--- config.mk ---
export PLATFORM = sky130hd
export DESIGN_NAME = averaged_deadband_gain_loop_flat
export DESIGN_NICKNAME = d
export VERILOG_FILES = /design/src/adgl_pkg.sv /design/src/adgl_in_if.sv /design/src/adgl_out_if.sv /design/src/averaged_deadband_gain_loop.sv /design/src/adgl_ram.sv /design/src/flat_wrapper.sv
export SDC_FILE = /design/constraint.sdc
export NUM_CORES = 1
export LEC_CHECK = 0
export ABC_AREA = 1
export BUFFER_PORTS_ARGS = -buffer_cell sky130_fd_sc_hd__buf_2
export CAP_MARGIN = 20
export CELL_PAD_IN_SITES_DETAIL_PLACEMENT = 1
export CELL_PAD_IN_SITES_GLOBAL_PLACEMENT = 1
export CORE_ASPECT_RATIO = 0.8
export CORE_UTILIZATION = 40
export CTS_BUF_LIST = sky130_fd_sc_hd__clkbuf_8
export DETAILED_ROUTE_END_ITERATION = 8
export PLACE_DENSITY = 0.67
export SETUP_SLACK_MARGIN = 0.1
export SLEW_MARGIN = 20
export SYNTH_ARGS = -nofsm -noshare
export SYNTH_HDL_FRONTEND = slang
export SYNTH_SLANG_ARGS = --single-unit
export TNS_END_PERCENT = 1
--- constraint.sdc ---
create_clock -name i_clk -period 5.85 [get_ports i_clk]
set_clock_uncertainty 0.05 [all_clocks]
set_input_delay 0.8775 -clock i_clk [delete_from_list [all_inputs] [get_ports i_clk]]
set_output_delay 0.8775 -clock i_clk [all_outputs]
set_load 0.01 [all_outputs]
--- src/adgl_pkg.sv ---
// Package for the averaged deadband gain loop: widths, reset values,
// register indexes and the constant-divide helper values. No dependencies.
`timescale 1ns / 1ps

package adgl_pkg;

    // Sample ring depth.
    localparam int WINDOW = 50;

    localparam int SAMPLE_W = 10;
    localparam int CODE_W   = 12;
    localparam int THR_W    = 10;
    localparam int AVG_W    = 10;
    localparam int CFG_W    = 12;
    localparam int CFG_IDX_W = 2;

    localparam int SAMPLE_MAX = (1 << SAMPLE_W) - 1;
    localparam int IDX_W = (WINDOW > 1) ? $clog2(WINDOW) : 1;
    // Running sum of the full ring never exceeds WINDOW * SAMPLE_MAX.
    localparam int SUM_W = $clog2(WINDOW * SAMPLE_MAX + 1);

    // Divide by WINDOW as multiply by a rounded-up reciprocal and shift;
    // exact for every sum below 2**SUM_W.
    localparam int DIV_SHIFT  = SUM_W + $clog2(WINDOW);
    localparam int DIV_MULT_W = DIV_SHIFT + 1;
    localparam longint DIV_MULT_INT = ((longint'(1) << DIV_SHIFT) + WINDOW - 1) / WINDOW;
    localparam logic [DIV_MULT_W-1:0] DIV_MULT = DIV_MULT_W'(DIV_MULT_INT);
    localparam int PROD_W = SUM_W + DIV_MULT_W;

    localparam logic [CODE_W-1:0] CODE_MAX        = CODE_W'(4095);
    localparam logic [CODE_W-1:0] CODE_MIN        = CODE_W'(1);
    localparam logic [CODE_W-1:0] LOOP_CODE_RESET = CODE_W'(2047);

    localparam logic [THR_W-1:0]  HIGH_THR_RESET   = THR_W'(80);
    localparam logic [THR_W-1:0]  LOW_THR_RESET    = THR_W'(55);
    localparam logic [CODE_W-1:0] STEP_SIZE_RESET  = CODE_W'(20);
    localparam logic [CODE_W-1:0] FIXED_CODE_RESET = CODE_W'(2000);

    typedef enum logic [CFG_IDX_W-1:0] {
        CFG_HIGH_THR   = 2'd0,
        CFG_LOW_THR    = 2'd1,
        CFG_STEP_SIZE  = 2'd2,
        CFG_FIXED_CODE = 2'd3
    } t_cfg_idx;

endpackage

--- src/adgl_in_if.sv ---
// Input channel of the gain loop: valid/ready plus one input word.
// Depends on adgl_pkg for field widths.
`timescale 1ns / 1ps

interface adgl_in_if import adgl_pkg::*; ();
    logic                valid;
    logic                ready;
    logic                mode;
    logic [SAMPLE_W-1:0] sample;
    logic                key_down;

    modport source (output valid, output mode, output sample, output key_down, input ready);
    modport sink   (input valid, input mode, input sample, input key_down, output ready);
endinterface

--- src/adgl_out_if.sv ---
// Result channel of the gain loop: valid/ready plus one result word.
// Depends on adgl_pkg for field widths.
`timescale 1ns / 1ps

interface adgl_out_if import adgl_pkg::*; ();
    logic              valid;
    logic              ready;
    logic [CODE_W-1:0] dac_code;
    logic              gain_state;
    logic [AVG_W-1:0]  window_average;

    modport source (output valid, output dac_code, output gain_state, output window_average,
                    input ready);
    modport sink   (input valid, input dac_code, input gain_state, input window_average,
                    output ready);
endinterface

--- src/averaged_deadband_gain_loop.sv ---
// Averaged deadband gain loop. Throughput: one word per cycle on the input
// while nothing downstream stalls. A sample word updates the ring and running
// sum in the cycle after it is accepted; a control word reaches the output
// register through the divide stage (A), then the code-update stage (B).
// Reset: synchronous, active low; the ring reads as zero until the write
// pointer first wraps (fill flag), so no clearing pass is needed.
`timescale 1ns / 1ps

module averaged_deadband_gain_loop import adgl_pkg::*; (
    input  logic                 i_clk,
    input  logic                 i_rst_n,
    input  logic                 i_cfg_wr_en,
    input  logic [CFG_IDX_W-1:0] i_cfg_index,
    input  logic [CFG_W-1:0]     i_cfg_wdata,
    adgl_in_if.sink              i_in,
    adgl_out_if.source           o_out
);

    // ------------------------------------------------------------------
    // Configuration registers
    // ------------------------------------------------------------------
    logic [THR_W-1:0]  r_high_thr;
    logic [THR_W-1:0]  r_low_thr;
    logic [CODE_W-1:0] r_step_size;
    logic [CODE_W-1:0] r_fixed_code;

    always_ff @(posedge i_clk) begin
        if (!i_rst_n) begin
            r_high_thr   <= HIGH_THR_RESET;
            r_low_thr    <= LOW_THR_RESET;
            r_step_size  <= STEP_SIZE_RESET;
            r_fixed_code <= FIXED_CODE_RESET;
        end else if (i_cfg_wr_en) begin
            case (i_cfg_index)
                CFG_HIGH_THR:   r_high_thr   <= i_cfg_wdata[THR_W-1:0];
                CFG_LOW_THR:    r_low_thr    <= i_cfg_wdata[THR_W-1:0];
                CFG_STEP_SIZE:  r_step_size  <= i_cfg_wdata[CODE_W-1:0];
                CFG_FIXED_CODE: r_fixed_code <= i_cfg_wdata[CODE_W-1:0];
                default: ;
            endcase
        end
    end

    // ------------------------------------------------------------------
    // Pipeline control
    //   A: input register. Samples retire here (ring write, sum update);
    //      control words form the average and move on to B.
    //   B: key edge, deadband update of the loop code, result to output.
    //   Output register: holds a result until the sink takes it.
    // ------------------------------------------------------------------
    logic r_a_vld, r_b_vld, r_o_vld;
    logic r_a_mode;
    logic out_free, b_free, a_done, a_free;
    logic in_acc, a_smp_wr, a_to_b, b_to_o;

    assign out_free = !r_o_vld || o_out.ready;
    assign b_free   = !r_b_vld || out_free;
    // A sample word always finishes in A; a control word waits for B.
    assign a_done   = !r_a_mode || b_free;
    assign a_free   = !r_a_vld || a_done;

    assign i_in.ready = a_free;
    assign in_acc     = i_in.valid && a_free;
    assign a_smp_wr   = r_a_vld && !r_a_mode;
    assign a_to_b     = r_a_vld && r_a_mode && b_free;
    assign b_to_o     = r_b_vld && out_free;

    always_ff @(posedge i_clk) begin
        if (!i_rst_n) begin
            r_a_vld <= 1'b0;
            r_b_vld <= 1'b0;
            r_o_vld <= 1'b0;
        end else begin
            if (in_acc) begin
                r_a_vld <= 1'b1;
            end else if (a_done) begin
                r_a_vld <= 1'b0;
            end
            if (a_to_b) begin
                r_b_vld <= 1'b1;
            end else if (b_to_o) begin
                r_b_vld <= 1'b0;
            end
            if (b_to_o) begin
                r_o_vld <= 1'b1;
            end else if (o_out.ready) begin
                r_o_vld <= 1'b0;
            end
        end
    end

    // ------------------------------------------------------------------
    // Ring write pointer and fill flag
    // ------------------------------------------------------------------
    logic [IDX_W-1:0] r_wr_idx;
    logic [IDX_W-1:0] n_wr_idx;
    logic             r_full;
    logic             ptr_wrap;

    assign ptr_wrap = (r_wr_idx == IDX_W'(WINDOW - 1));
    assign n_wr_idx = ptr_wrap ? '0 : r_wr_idx + IDX_W'(1);

    always_ff @(posedge i_clk) begin
        if (!i_rst_n) begin
            r_wr_idx <= '0;
            r_full   <= 1'b0;
        end else if (in_acc && !i_in.mode) begin
            // Advance at accept so the next sample reads its own slot.
            r_wr_idx <= n_wr_idx;
            if (ptr_wrap) begin
                r_full <= 1'b1;
            end
        end
    end

    // ------------------------------------------------------------------
    // Stage A payload
    // ------------------------------------------------------------------
    logic [SAMPLE_W-1:0] r_a_sample;
    logic                r_a_key;
    logic [IDX_W-1:0]    r_a_idx;
    logic                r_a_old_ok;   // slot held a written value
    logic                r_a_byp;      // slot was written on the accept edge
    logic [SAMPLE_W-1:0] r_a_byp_data;

    always_ff @(posedge i_clk) begin
        if (!i_rst_n) begin
            r_a_mode <= 1'b0;
        end else if (in_acc) begin
            r_a_mode <= i_in.mode;
        end
    end

    always_ff @(posedge i_clk) begin
        if (in_acc) begin
            r_a_sample   <= i_in.sample;
            r_a_key      <= i_in.key_down;
            r_a_idx      <= r_wr_idx;
            r_a_old_ok   <= r_full;
            // Only a one-entry ring reads the slot that A is writing.
            r_a_byp      <= a_smp_wr && (r_a_idx == r_wr_idx);
            r_a_byp_data <= r_a_sample;
        end
    end

    // Sample ring
    logic [SAMPLE_W-1:0] ram_q;

    adgl_ram #(
        .WIDTH (SAMPLE_W),
        .DEPTH (WINDOW)
    ) u_ring (
        .i_clk   (i_clk),
        .i_we    (a_smp_wr),
        .i_waddr (r_a_idx),
        .i_wdata (r_a_sample),
        .i_re    (in_acc && !i_in.mode),
        .i_raddr (r_wr_idx),
        .o_rdata (ram_q)
    );

    // Running sum: drop the leaving sample, add the new one.
    logic [SAMPLE_W-1:0] a_old;
    logic [SUM_W-1:0]    r_sum;
    logic [SUM_W-1:0]    n_sum;

    always_comb begin
        if (r_a_byp) begin
            a_old = r_a_byp_data;
        end else if (r_a_old_ok) begin
            a_old = ram_q;
        end else begin
            a_old = '0;
        end
        n_sum = r_sum - SUM_W'(a_old) + SUM_W'(r_a_sample);
    end

    always_ff @(posedge i_clk) begin
        if (!i_rst_n) begin
            r_sum <= '0;
        end else if (a_smp_wr) begin
            r_sum <= n_sum;
        end
    end

    // Average by reciprocal multiply; the sum holds still while a control
    // word sits in A because nothing behind it can retire.
    logic [PROD_W-1:0] a_prod;
    logic [AVG_W-1:0]  a_avg;

    assign a_prod = PROD_W'(r_sum) * PROD_W'(DIV_MULT);
    assign a_avg  = a_prod[DIV_SHIFT +: AVG_W];

    // ------------------------------------------------------------------
    // Stage B: key edge and deadband code update
    // ------------------------------------------------------------------
    logic [AVG_W-1:0] r_b_avg;
    logic             r_b_key;

    always_ff @(posedge i_clk) begin
        if (a_to_b) begin
            r_b_avg <= a_avg;
            r_b_key <= r_a_key;
        end
    end

    logic [CODE_W-1:0] r_loop_code;
    logic              r_fixed_sel;
    logic              r_key_was;
    logic [CODE_W-1:0] n_loop_code;
    logic              n_fixed_sel;
    logic [CODE_W-1:0] b_lowered;
    logic [CODE_W:0]   b_raise_sum;

    always_comb begin
        // Toggle only on a press edge.
        n_fixed_sel = r_fixed_sel ^ (r_b_key && !r_key_was);

        // Lower first, floored at the minimum code.
        if (r_b_avg > r_high_thr) begin
            b_lowered = (r_loop_code > r_step_size) ? r_loop_code - r_step_size : CODE_MIN;
        end else begin
            b_lowered = r_loop_code;
        end

        // Then raise, capped at the maximum code.
        b_raise_sum = {1'b0, b_lowered} + {1'b0, r_step_size};
        if (r_b_avg < r_low_thr) begin
            n_loop_code = (b_raise_sum >= {1'b0, CODE_MAX}) ? CODE_MAX
                                                            : b_raise_sum[CODE_W-1:0];
        end else begin
            n_loop_code = b_lowered;
        end
    end

    always_ff @(posedge i_clk) begin
        if (!i_rst_n) begin
            r_loop_code <= LOOP_CODE_RESET;
            r_fixed_sel <= 1'b0;
            r_key_was   <= 1'b0;
        end else if (b_to_o) begin
            r_loop_code <= n_loop_code;
            r_fixed_sel <= n_fixed_sel;
            r_key_was   <= r_b_key;
        end
    end

    // ------------------------------------------------------------------
    // Output register
    // ------------------------------------------------------------------
    logic [CODE_W-1:0] r_o_code;
    logic              r_o_gain;
    logic [AVG_W-1:0]  r_o_avg;

    always_ff @(posedge i_clk) begin
        if (b_to_o) begin
            r_o_code <= n_fixed_sel ? r_fixed_code : n_loop_code;
            r_o_gain <= n_fixed_sel;
            r_o_avg  <= r_b_avg;
        end
    end

    assign o_out.valid          = r_o_vld;
    assign o_out.dac_code       = r_o_code;
    assign o_out.gain_state     = r_o_gain;
    assign o_out.window_average = r_o_avg;

endmodule

--- src/adgl_ram.sv ---
// Generic single-write, single-read RAM with registered read (read-first).
// No dependencies.
`timescale 1ns / 1ps

module adgl_ram #(
    parameter int WIDTH = 8,
    parameter int DEPTH = 16
) (
    input  logic                                     i_clk,
    input  logic                                     i_we,
    input  logic [((DEPTH > 1) ? $clog2(DEPTH) : 1)-1:0] i_waddr,
    input  logic [WIDTH-1:0]                         i_wdata,
    input  logic                                     i_re,
    input  logic [((DEPTH > 1) ? $clog2(DEPTH) : 1)-1:0] i_raddr,
    output logic [WIDTH-1:0]                         o_rdata
);

    logic [WIDTH-1:0] r_mem [DEPTH];
    logic [WIDTH-1:0] r_rdata;

    always_ff @(posedge i_clk) begin
        if (i_we) begin
            r_mem[i_waddr] <= i_wdata;
        end
        if (i_re) begin
            r_rdata <= r_mem[i_raddr];
        end
    end

    assign o_rdata = r_rdata;

endmodule

--- src/flat_wrapper.sv ---
// flat-port wrapper written by rule: the top's interface ports become plain ports
module averaged_deadband_gain_loop_flat import adgl_pkg::*;
  (i_clk, i_rst_n, i_cfg_wr_en, i_cfg_index, i_cfg_wdata, i_in_valid, i_in_mode, i_in_sample, i_in_key_down, i_in_ready, o_out_valid, o_out_dac_code, o_out_gain_state, o_out_window_average, o_out_ready);
  adgl_in_if i_in_i ();
  adgl_out_if o_out_i ();
  input  logic i_clk;
  input  logic i_rst_n;
  input  logic i_cfg_wr_en;
  input  logic [CFG_IDX_W-1:0] i_cfg_index;
  input  logic [CFG_W-1:0] i_cfg_wdata;
  input wire logic [$bits(i_in_i.valid)-1:0] i_in_valid;
  input wire logic [$bits(i_in_i.mode)-1:0] i_in_mode;
  input wire logic [$bits(i_in_i.sample)-1:0] i_in_sample;
  input wire logic [$bits(i_in_i.key_down)-1:0] i_in_key_down;
  output wire logic [$bits(i_in_i.ready)-1:0] i_in_ready;
  output wire logic [$bits(o_out_i.valid)-1:0] o_out_valid;
  output wire logic [$bits(o_out_i.dac_code)-1:0] o_out_dac_code;
  output wire logic [$bits(o_out_i.gain_state)-1:0] o_out_gain_state;
  output wire logic [$bits(o_out_i.window_average)-1:0] o_out_window_average;
  input wire logic [$bits(o_out_i.ready)-1:0] o_out_ready;
  assign i_in_i.valid = i_in_valid;
  assign i_in_i.mode = i_in_mode;
  assign i_in_i.sample = i_in_sample;
  assign i_in_i.key_down = i_in_key_down;
  assign i_in_ready = i_in_i.ready;
  assign o_out_valid = o_out_i.valid;
  assign o_out_dac_code = o_out_i.dac_code;
  assign o_out_gain_state = o_out_i.gain_state;
  assign o_out_window_average = o_out_i.window_average;
  assign o_out_i.ready = o_out_ready;
  averaged_deadband_gain_loop u_core (.i_clk(i_clk), .i_rst_n(i_rst_n), .i_cfg_wr_en(i_cfg_wr_en), .i_cfg_index(i_cfg_index), .i_cfg_wdata(i_cfg_wdata), .i_in(i_in_i), .o_out(o_out_i));
endmodule
==> load_flow_metrics.sql, run 1 <==
INSERT INTO impl_metrics (metric_group, metric, value, unit) VALUES
('timing', 'period_minus_slack', '5410', 'ps'),
('place', 'preCtsSetupSlack', '459', 'ps'),
('critical_path', 'path_cells', 'inv_1 > ha_1 > inv_1 > fa_1 > inv_1 > fa_1 > inv_1 > fa_1 > fa_1 > inv_1 > fa_1 > inv_1 > ha_1 > nand2_1 > inv_1 > a21boi_0 > nor2_1 > nor2_1 > o221a_2 > nand2_1 > nand2_1 > nand2_1', ''),
('timing', 'max-slew-margin-rel', '0.250', ''),
('critical_path', 'worst-path-buf-inv', '7', ''),
('logic_synthesis', 'dominantRegCellSynth', 'sky130_fd_sc_hd__edfxtp_1', ''),
('layout', 'finalNonFillerCells', '4435', ''),
('clock_network', 'cts.repair_timing.setup_buffer_count', '0', ''),
('logic_synthesis', 'synthesis.nets', '3506', ''),
('logic_synthesis', 'synthArstFlopShare', '0', ''),
('worst_hold_path', 'hold_path_class', 'input port to flip-flop', ''),
('route', 'number_of_drc_violations_after_detailed_routing', '0', ''),
('floorplan', 'die_height', '262', 'um'),
('critical_path', 'critical-path-slowest-cell', 'sky130_fd_sc_hd__fa_1', ''),
('route', 'drt-pass1-iter-count', '5', ''),
('critical_path', 'timing.setup.critical_path_class', 'flip-flop to flip-flop', ''),
('route', 'drt_iter0_drc', '1906', ''),
('logic_synthesis', 'syn_avg_cell_area', '10.6', 'um^2'),
('logic_synthesis', 'syn_area', '0.0337', 'mm^2'),
('timing', 'post-route-period-util', '0.925', ''),
('clock_network', 'cts.htree.levels', '3', ''),
('floorplan', 'dieWidth', '327', 'um'),
('global_route', 'via_count_of_the_first_global_routing_pass', '25576', ''),
('logic_synthesis', 'synth_mux_area_frac', '0', ''),
('critical_path', 'cp-start-kind', 'flip-flop', ''),
('global_route', 'first_pass_grt_wire_length', '156000', 'um'),
('floorplan', 'die-area', '0.0855', 'mm^2'),
('layout', 'final_net_count', '3578', ''),
('timing', 'setup_violations', '0', ''),
('clock_network', 'clkTransAtPathRegs', '60', 'ps'),
('clock_network', 'tritoncts.num_buffers', '106', ''),
('timing', 'hold_viol_final', '0', ''),
('power_and_ir_drop', 'vdd_ir_drop_max', '0.177', 'mV'),
('route', 'count_of_vias_placed_by_the_detailed_router', '24261', ''),
('route', 'per_cell_routed_wire_length', '23.1', 'um'),
('place', 'numPlacedInstances', '4242', ''),
('logic_synthesis', 'yosysSeqAreaShare', '0.561', ''),
('route', 'vias_per_cell', '5.47', ''),
('timing', 'fmaxAchievable', '185', 'MHz'),
('logic_synthesis', 'compound_gate_fraction_of_synth_area', '0.115', ''),
('logic_synthesis', 'synthSimpleGateAreaFrac', '0.121', ''),
('critical_path', 'timing.critical_path.to_type', 'flip-flop', ''),
('place', 'gp_congestion', '0.901', ''),
('critical_path', 'critical_path_peak_fanout', '6', ''),
('run_status', 'run_status', 'finished clean', ''),
('global_route', 'globalRouteOverflowTotal', '0', ''),
('logic_synthesis', 'post_synth_main_area_contributors', 'sky130_fd_sc_hd__edfxtp_1, sky130_fd_sc_hd__ha_1, sky130_fd_sc_hd__fa_1', ''),
('critical_path', 'path_delay_family', 'adder cells', ''),
('floorplan', 'floorplan.initialDensity', '0.407', ''),
('clock_network', 'clkLatencyLatePin', '750', 'ps'),
('place', 'number_of_port_buffers', '55', ''),
('power_and_ir_drop', 'power.density_cell_area', '336', 'mW/mm^2'),
('clock_network', 'ctsLongestPathBuffers', '3', ''),
('clock_network', 'cts_repair_resize_count', '0', ''),
('logic_synthesis', 'post_synth_xor_area_fraction', '0.00753', ''),
('logic_synthesis', 'synth_top_family_by_area', 'adder cells', ''),
('power_and_ir_drop', 'post_layout_total_power', '12.5', 'mW'),
('power_and_ir_drop', 'p_leak', '14.7', 'nW'),
('floorplan', 'design.portCount', '56', ''),
('critical_path', 'worstPathArrival', '5850', 'ps'),
('layout', 'final_layout_size_suffix_gt1_frac', '0.0865', ''),
('timing', 'final.setup.tns', '0', 'ps'),
('logic_synthesis', 'synth_seq_cells', '658', ''),
('clock_network', 'hold_buffers', '0', ''),
('critical_path', 'worst_path_most_repeated_cell', 'sky130_fd_sc_hd__inv_1', ''),
('floorplan', 'placementRows', '94', ''),
('timing', 'grt_setup_unrepaired', 'no', ''),
('floorplan', 'placeable_area', '0.0828', 'mm^2'),
('logic_synthesis', 'synth_warnings', '0', ''),
('route', 'routed_wirelength', '102000', 'um'),
('route', 'remaining_antenna_violation_count_after_routing', '0', '');
routing by layer:
layer  GRT usage  share of wire
met1       0.347           0.48
met2       0.377           0.45
met3      0.0393          0.058
met4      0.0535          0.016
met5           0       0.000078
cell usage in the layout, fill, tap and decap left out, drive strengths merged, types with 95 or more instances in the layout:
cell type,synthesis,layout
nor2,419,419
edfxtp,573,573
clkbuf,70,115
o21ai,359,359
inv,374,401
nand2,383,383
fa,108,108
nand3,132,132
a21oi,127,127
buf,61,95
ha,192,192
sequential cells by signal, indices dropped and copies added, names as in the netlist, 6 cells and up:
name                         cells
u_core.r_a_byp_data             10
u_core.r_high_thr               10
u_core.r_fixed_code             12
u_core.r_wr_idx                  6
u_core.r_a_idx                   6
u_core.u_ring.o_rdata           10
u_core.u_ring.r_mem            500
u_core.r_sum                    16
u_core.r_b_avg                  10
u_core.r_a_sample               10
u_core.r_loop_code              12
u_core.o_out.dac_code           12
u_core.r_low_thr                10
u_core.r_step_size              12
u_core.o_out.window_average     10
per-stage QoR:
stage,cell area (um^2),hold slack (ps)
after floorplan,33700,350
after global placement,35100,361
after detailed placement,35100,371
after CTS,37200,215
after global routing,37200,238
final,37200,275
worst paths after layout:
kind                    start                   end  slack, ps  cells after the start
min            i_in_sample[9]  u_core.r_a_sample[9]        270                      1
max reg2reg  u_core.r_sum[14]     u_core.r_b_avg[9]        440                     22
max          u_core.r_sum[14]     u_core.r_b_avg[9]        440                     22
min reg2reg    u_core.r_a_key        u_core.r_b_key        390                      0
cells by family (layout without fill, tap and decap cells):
group,count (synthesis),count (layout)
and+or+nand+nor,992,992
DFF,658,658
AOI/OAI and AO/OA,688,688
other,0,2
xor gates and xnor gates,29,29
buffers and inverters,508,662
adders and majority gates,300,300
cells in the mapped netlist, types with 4 or more instances:
| master | number |
|---|---|
| sky130_fd_sc_hd__a21oi_1 | 126 |
| sky130_fd_sc_hd__dfxtp_1 | 85 |
| sky130_fd_sc_hd__nand2_2 | 8 |
| sky130_fd_sc_hd__nand3_1 | 128 |
| sky130_fd_sc_hd__o21ai_1 | 30 |
| sky130_fd_sc_hd__o21a_1 | 9 |
| sky130_fd_sc_hd__xnor2_1 | 13 |
| sky130_fd_sc_hd__a21o_1 | 9 |
| sky130_fd_sc_hd__xor2_1 | 16 |
| sky130_fd_sc_hd__edfxtp_1 | 573 |
| sky130_fd_sc_hd__buf_2 | 41 |
| sky130_fd_sc_hd__fa_1 | 108 |
| sky130_fd_sc_hd__o221ai_1 | 28 |
| sky130_fd_sc_hd__nor3_1 | 23 |
| sky130_fd_sc_hd__o21bai_1 | 4 |
| sky130_fd_sc_hd__nor2_1 | 414 |
| sky130_fd_sc_hd__a22o_1 | 4 |
| sky130_fd_sc_hd__nand4_1 | 24 |
| sky130_fd_sc_hd__a31oi_1 | 16 |
| sky130_fd_sc_hd__o21ai_0 | 327 |
| sky130_fd_sc_hd__o211ai_1 | 30 |
| sky130_fd_sc_hd__nand2_1 | 375 |
| sky130_fd_sc_hd__ha_1 | 192 |
| sky130_fd_sc_hd__buf_4 | 16 |
| sky130_fd_sc_hd__clkbuf_1 | 69 |
| sky130_fd_sc_hd__inv_1 | 368 |
| sky130_fd_sc_hd__inv_2 | 6 |
| sky130_fd_sc_hd__o22ai_1 | 90 |
layout make-up:
type	count	area, um^2	share of cell area
Tap cell	1104	1380	0.0371
Sequential cell	658	18900	0.508
Inverter	377	1420	0.0382
Timing Repair Buffer	95	613	0.0165
Clock buffer	115	1580	0.0425
Clock inverter	75	428	0.0115
Multi-Input combinational cell	2009	12900	0.346
Antenna cell	2	5.00	0.000135
where the power goes:
part / total, mW / internal, mW / switching (mW)
Clock: 3.88 / 1.98 / 1.90
Combinational: 3.35 / 1.15 / 2.20
Sequential: 5.25 / 5.18 / 0.0751
Total: 12.5 / 8.31 / 4.17
Power figures use the tool's default switching activity.
==> run 2: changes to the inputs <==
--- a/config.mk
+++ b/config.mk
@@ -11,10 +11,11 @@
 export CELL_PAD_IN_SITES_DETAIL_PLACEMENT = 1
 export CELL_PAD_IN_SITES_GLOBAL_PLACEMENT = 1
 export CORE_ASPECT_RATIO = 0.8
-export CORE_UTILIZATION = 40
+export CORE_UTILIZATION = 53
 export CTS_BUF_LIST = sky130_fd_sc_hd__clkbuf_8
 export DETAILED_ROUTE_END_ITERATION = 8
-export PLACE_DENSITY = 0.67
+export PLACE_DENSITY = 0.85
+export REMOVE_ABC_BUFFERS = 1
 export SETUP_SLACK_MARGIN = 0.1
 export SLEW_MARGIN = 20
 export SYNTH_ARGS = -nofsm -noshare
==> run 2 against run 1 <==
  * First-iteration DRC count rose by 3.2%
  * Global-route usage is 6.7 points higher
  * Via count is 2.2% higher
  * Sequential power about the same
  * Combinational power shrank 2%
  * Count of clock-buffer cells in the layout fell by 14
  * Clock power is 5.2% lower
  * Critical path depth is 3 lower
  * Sequential cell count unchanged
  * Power shrank 2.1%
  * Non-clock buffer count shrank 10
  * Final area decreased by 1.6%
  * Largest cell class unchanged
==> load_flow_metrics.sql, run 2 (synthesis gave the netlist of run 1 again) <==
INSERT INTO impl_metrics (metric_group, metric, value, unit) VALUES
('run_status', 'run_status', 'finished clean', ''),
('clock_network', 'cts.root.buffer_cell', 'sky130_fd_sc_hd__clkbuf_8', ''),
('critical_path', 'timing.reg2reg.setup_slack', '400', 'ps'),
('layout', 'largest_reg_flops', '500', ''),
('floorplan', 'die_height', '228', 'um'),
('critical_path', 'timing.rr.start', 'u_core.r_sum[1]', ''),
('floorplan', 'placeable_area', '0.0628', 'mm^2'),
('critical_path', 'worstPathArrival', '5860', 'ps'),
('global_route', 'initial_antenna_violation_count', '1', ''),
('layout', 'utilization', '0.583', ''),
('layout', 'synth_to_layout_area_growth', '8.51', '%'),
('critical_path', 'critical_path_required', '6260', 'ps'),
('worst_hold_path', 'holdPathStages', '1', ''),
('clock_network', 'tritoncts.num_buffers', '98', ''),
('clock_network', 'ctsLongestPathBuffers', '3', ''),
('worst_hold_path', 'min-delay-start', 'i_in_sample[8]', ''),
('timing', 'whs', '270', 'ps'),
('global_route', 'grt_max_degree', '195', ''),
('global_route', 'globalRouteOverflowTotal', '0', ''),
('critical_path', 'reg2reg_depth', '19', ''),
('place', 'placedInstanceArea', '0.0347', 'mm^2'),
('timing', 'period_minus_slack', '5450', 'ps'),
('timing', 'max-slew-margin-rel', '0.246', ''),
('layout', 'fin_area', '0.0366', 'mm^2'),
('clock_network', 'clkTransAtPathRegs', '60', 'ps'),
('route', 'count_of_vias_placed_by_the_detailed_router', '24803', ''),
('global_route', 'globalRouteMet1Util', '0.386', ''),
('clock_network', 'cts.htree.levels', '3', ''),
('place', 'number_of_port_buffers', '55', ''),
('timing', 'fmaxAchievable', '183', 'MHz'),
('timing', 'setup_violations', '0', ''),
('power_and_ir_drop', 'power.density_cell_area', '334', 'mW/mm^2'),
('timing', 'final-max-slew-violation-count', '0', ''),
('global_route', 'top_usage_layer', 'met2', ''),
('clock_network', 'clkLatencyLatePin', '730', 'ps'),
('place', 'gp_congestion', '0.927', ''),
('clock_network', 'tritoncts_clock_tree', 'built', ''),
('place', 'preCtsSetupSlack', '310', 'ps'),
('route', 'routed_wirelength', '98600', 'um'),
('layout', 'most_common_cell_after_layout_fill_and_taps_aside', 'sky130_fd_sc_hd__edfxtp_1', ''),
('timing', 'grt_setup_unrepaired', 'yes', ''),
('layout', 'layout.cells.most_common_list', 'sky130_fd_sc_hd__edfxtp_1, sky130_fd_sc_hd__inv_1, sky130_fd_sc_hd__nor2_1', ''),
('clock_network', 'clock_sink_count', '658', ''),
('route', 'vias_per_cell', '5.98', ''),
('floorplan', 'dieWidth', '284', 'um'),
('floorplan', 'design.portCount', '56', ''),
('timing', 'hold_viol_final', '0', ''),
('timing', 'final.setup.worst_slack', '395', 'ps'),
('critical_path', 'timing.critical_path.to_type', 'flip-flop', ''),
('layout', 'reg.largest.list', 'u_core.u_ring.r_mem x500, u_core.r_sum x16', ''),
('floorplan', 'placementRows', '82', ''),
('route', 'per_cell_routed_wire_length', '23.8', 'um'),
('global_route', 'gr-usage-met3', '0.0565', ''),
('flow_run', 'drv_cap', '0', ''),
('power_and_ir_drop', 'vdd_ir_drop_max', '0.318', 'mV'),
('global_route', 'first_pass_grt_wire_length', '151000', 'um'),
('clock_network', 'hold_buffers', '0', ''),
('layout', 'registers.top_by_ff_count', 'u_core.u_ring.r_mem', ''),
('global_route', 'grtUsageTotal', '0.306', ''),
('worst_hold_path', 'hold_path_class', 'input port to flip-flop', ''),
('layout', 'final_net_count', '3560', ''),
('place', 'placed_wire_length_estimate_after_detailed_placement', '66100', 'um'),
('floorplan', 'floorplan.initialDensity', '0.537', ''),
('critical_path', 'timing.setup.critical_path_class', 'flip-flop to flip-flop', ''),
('clock_network', 'cts.repair_timing.setup_buffer_count', '0', ''),
('timing', 'post-route-period-util', '0.932', ''),
('floorplan', 'die-area', '0.0647', 'mm^2'),
('layout', 'antenna_cells', '0', ''),
('route', 'remaining_antenna_violation_count_after_routing', '0', ''),
('critical_path', 'cp-start-kind', 'flip-flop', ''),
('power_and_ir_drop', 'p_leak', '14.6', 'nW'),
('clock_network', 'cts_repair_resize_count', '0', ''),
('global_route', 'use_met2', '0.524', ''),
('worst_hold_path', 'end_of_the_worst_hold_path', 'u_core.r_a_sample[8]', ''),
('route', 'number_of_drc_violations_after_detailed_routing', '0', ''),
('global_route', 'via_count_of_the_first_global_routing_pass', '26363', ''),
('route', 'drt_iter0_drc', '1967', ''),
('critical_path', 'critical_path_peak_fanout', '7', ''),
('critical_path', 'rr_endpoint', 'u_core.r_b_avg[4]', ''),
('timing', 'transition_time_at_the_pin_with_the_least_slew_margin', '1130', 'ps'),
('route', 'drt-pass1-iter-count', '5', ''),
('layout', 'final_layout_size_suffix_gt1_frac', '0.0765', '');
[run 2: cell types whose count changed in the layout (fill, tap and decap cells not counted), moves of 2 or more]
cell and change:
sky130_fd_sc_hd__clkinv_1 -13, sky130_fd_sc_hd__nor2_1 +14, sky130_fd_sc_hd__buf_4 -10, sky130_fd_sc_hd__inv_12 +3, sky130_fd_sc_hd__buf_12 -2, sky130_fd_sc_hd__buf_6 +2
sky130_fd_sc_hd__inv_16 +2, sky130_fd_sc_hd__inv_8 -2, sky130_fd_sc_hd__inv_1 +13, sky130_fd_sc_hd__clkbuf_8 -14, sky130_fd_sc_hd__diode_2 -2, sky130_fd_sc_hd__inv_6 -2
sky130_fd_sc_hd__nor2_2 -14
[run 2: through the flow]
stage | total power [mW] | std cells | TNS, ps
2_1_floorplan | 7.63 | 3044 | -30900
3_3_place_gp | 8.43 | 3966 | 0
3_5_place_dp | 8.61 | 3966 | 0
4_1_cts | 12.3 | 4144 | 0
5_1_grt | 12.9 | 4147 | 0
6_report | 12.2 | 4147 | 0
[run 2: worst max path at each step]
stage | startpoint | endpoint | slack (ps) | cells after the start
2_1_floorplan | u_core.r_wr_idx[0] | u_core.u_ring.o_rdata[5] | -2740 | 8
3_3_place_gp | u_core.r_sum[1] | u_core.r_b_avg[4] | 500 | 19
3_5_place_dp | u_core.r_sum[1] | u_core.r_b_avg[8] | 310 | 19
4_1_cts | u_core.r_sum[1] | u_core.r_b_avg[8] | 280 | 19
5_1_grt | u_core.r_sum[1] | u_core.r_b_avg[4] | 90 | 19
6_report | u_core.r_sum[1] | u_core.r_b_avg[4] | 400 | 19
[run 2: layout make-up]
type	count	area [um^2]
Tap cell	840	1050
Inverter	377	1420
Sequential cell	658	18900
Multi-Input combinational cell	2009	12800
Clock inverter	77	480
Timing Repair Buffer	85	520
Fill cell	6737	26200
Clock buffer	101	1390
[run 2: power breakdown]
group,switching (mW),internal [mW],total (mW)
Sequential,0.0674,5.18,5.25
Clock,1.87,1.81,3.68
Combinational,2.17,1.13,3.29
[run 2: worst max-delay path: stages, from the launching register on]
cell                      delay (ps)
sky130_fd_sc_hd__dfxtp_1         420
sky130_fd_sc_hd__fa_1            670
sky130_fd_sc_hd__inv_1            80
sky130_fd_sc_hd__fa_1            430
sky130_fd_sc_hd__fa_1            510
sky130_fd_sc_hd__fa_1            550
sky130_fd_sc_hd__inv_1            50
sky130_fd_sc_hd__fa_1            470
sky130_fd_sc_hd__inv_1            50
sky130_fd_sc_hd__fa_1            470
sky130_fd_sc_hd__inv_1            40
sky130_fd_sc_hd__ha_1            310
sky130_fd_sc_hd__nand2_1         130
sky130_fd_sc_hd__nor2_1          200
sky130_fd_sc_hd__nand2_1         100
sky130_fd_sc_hd__o21ai_1         220
sky130_fd_sc_hd__a21o_1          220
sky130_fd_sc_hd__nand2_1          90
sky130_fd_sc_hd__nand3_1          70
sky130_fd_sc_hd__nand2_1          50
[run 2: metal layers]
layer,wire length (um),share of wire,vias up
li1,-,-,11135
met1,40400,0.41,12498
met2,47700,0.48,907
met3,6560,0.067,263
met4,3880,0.039,0
met5,0,0,-
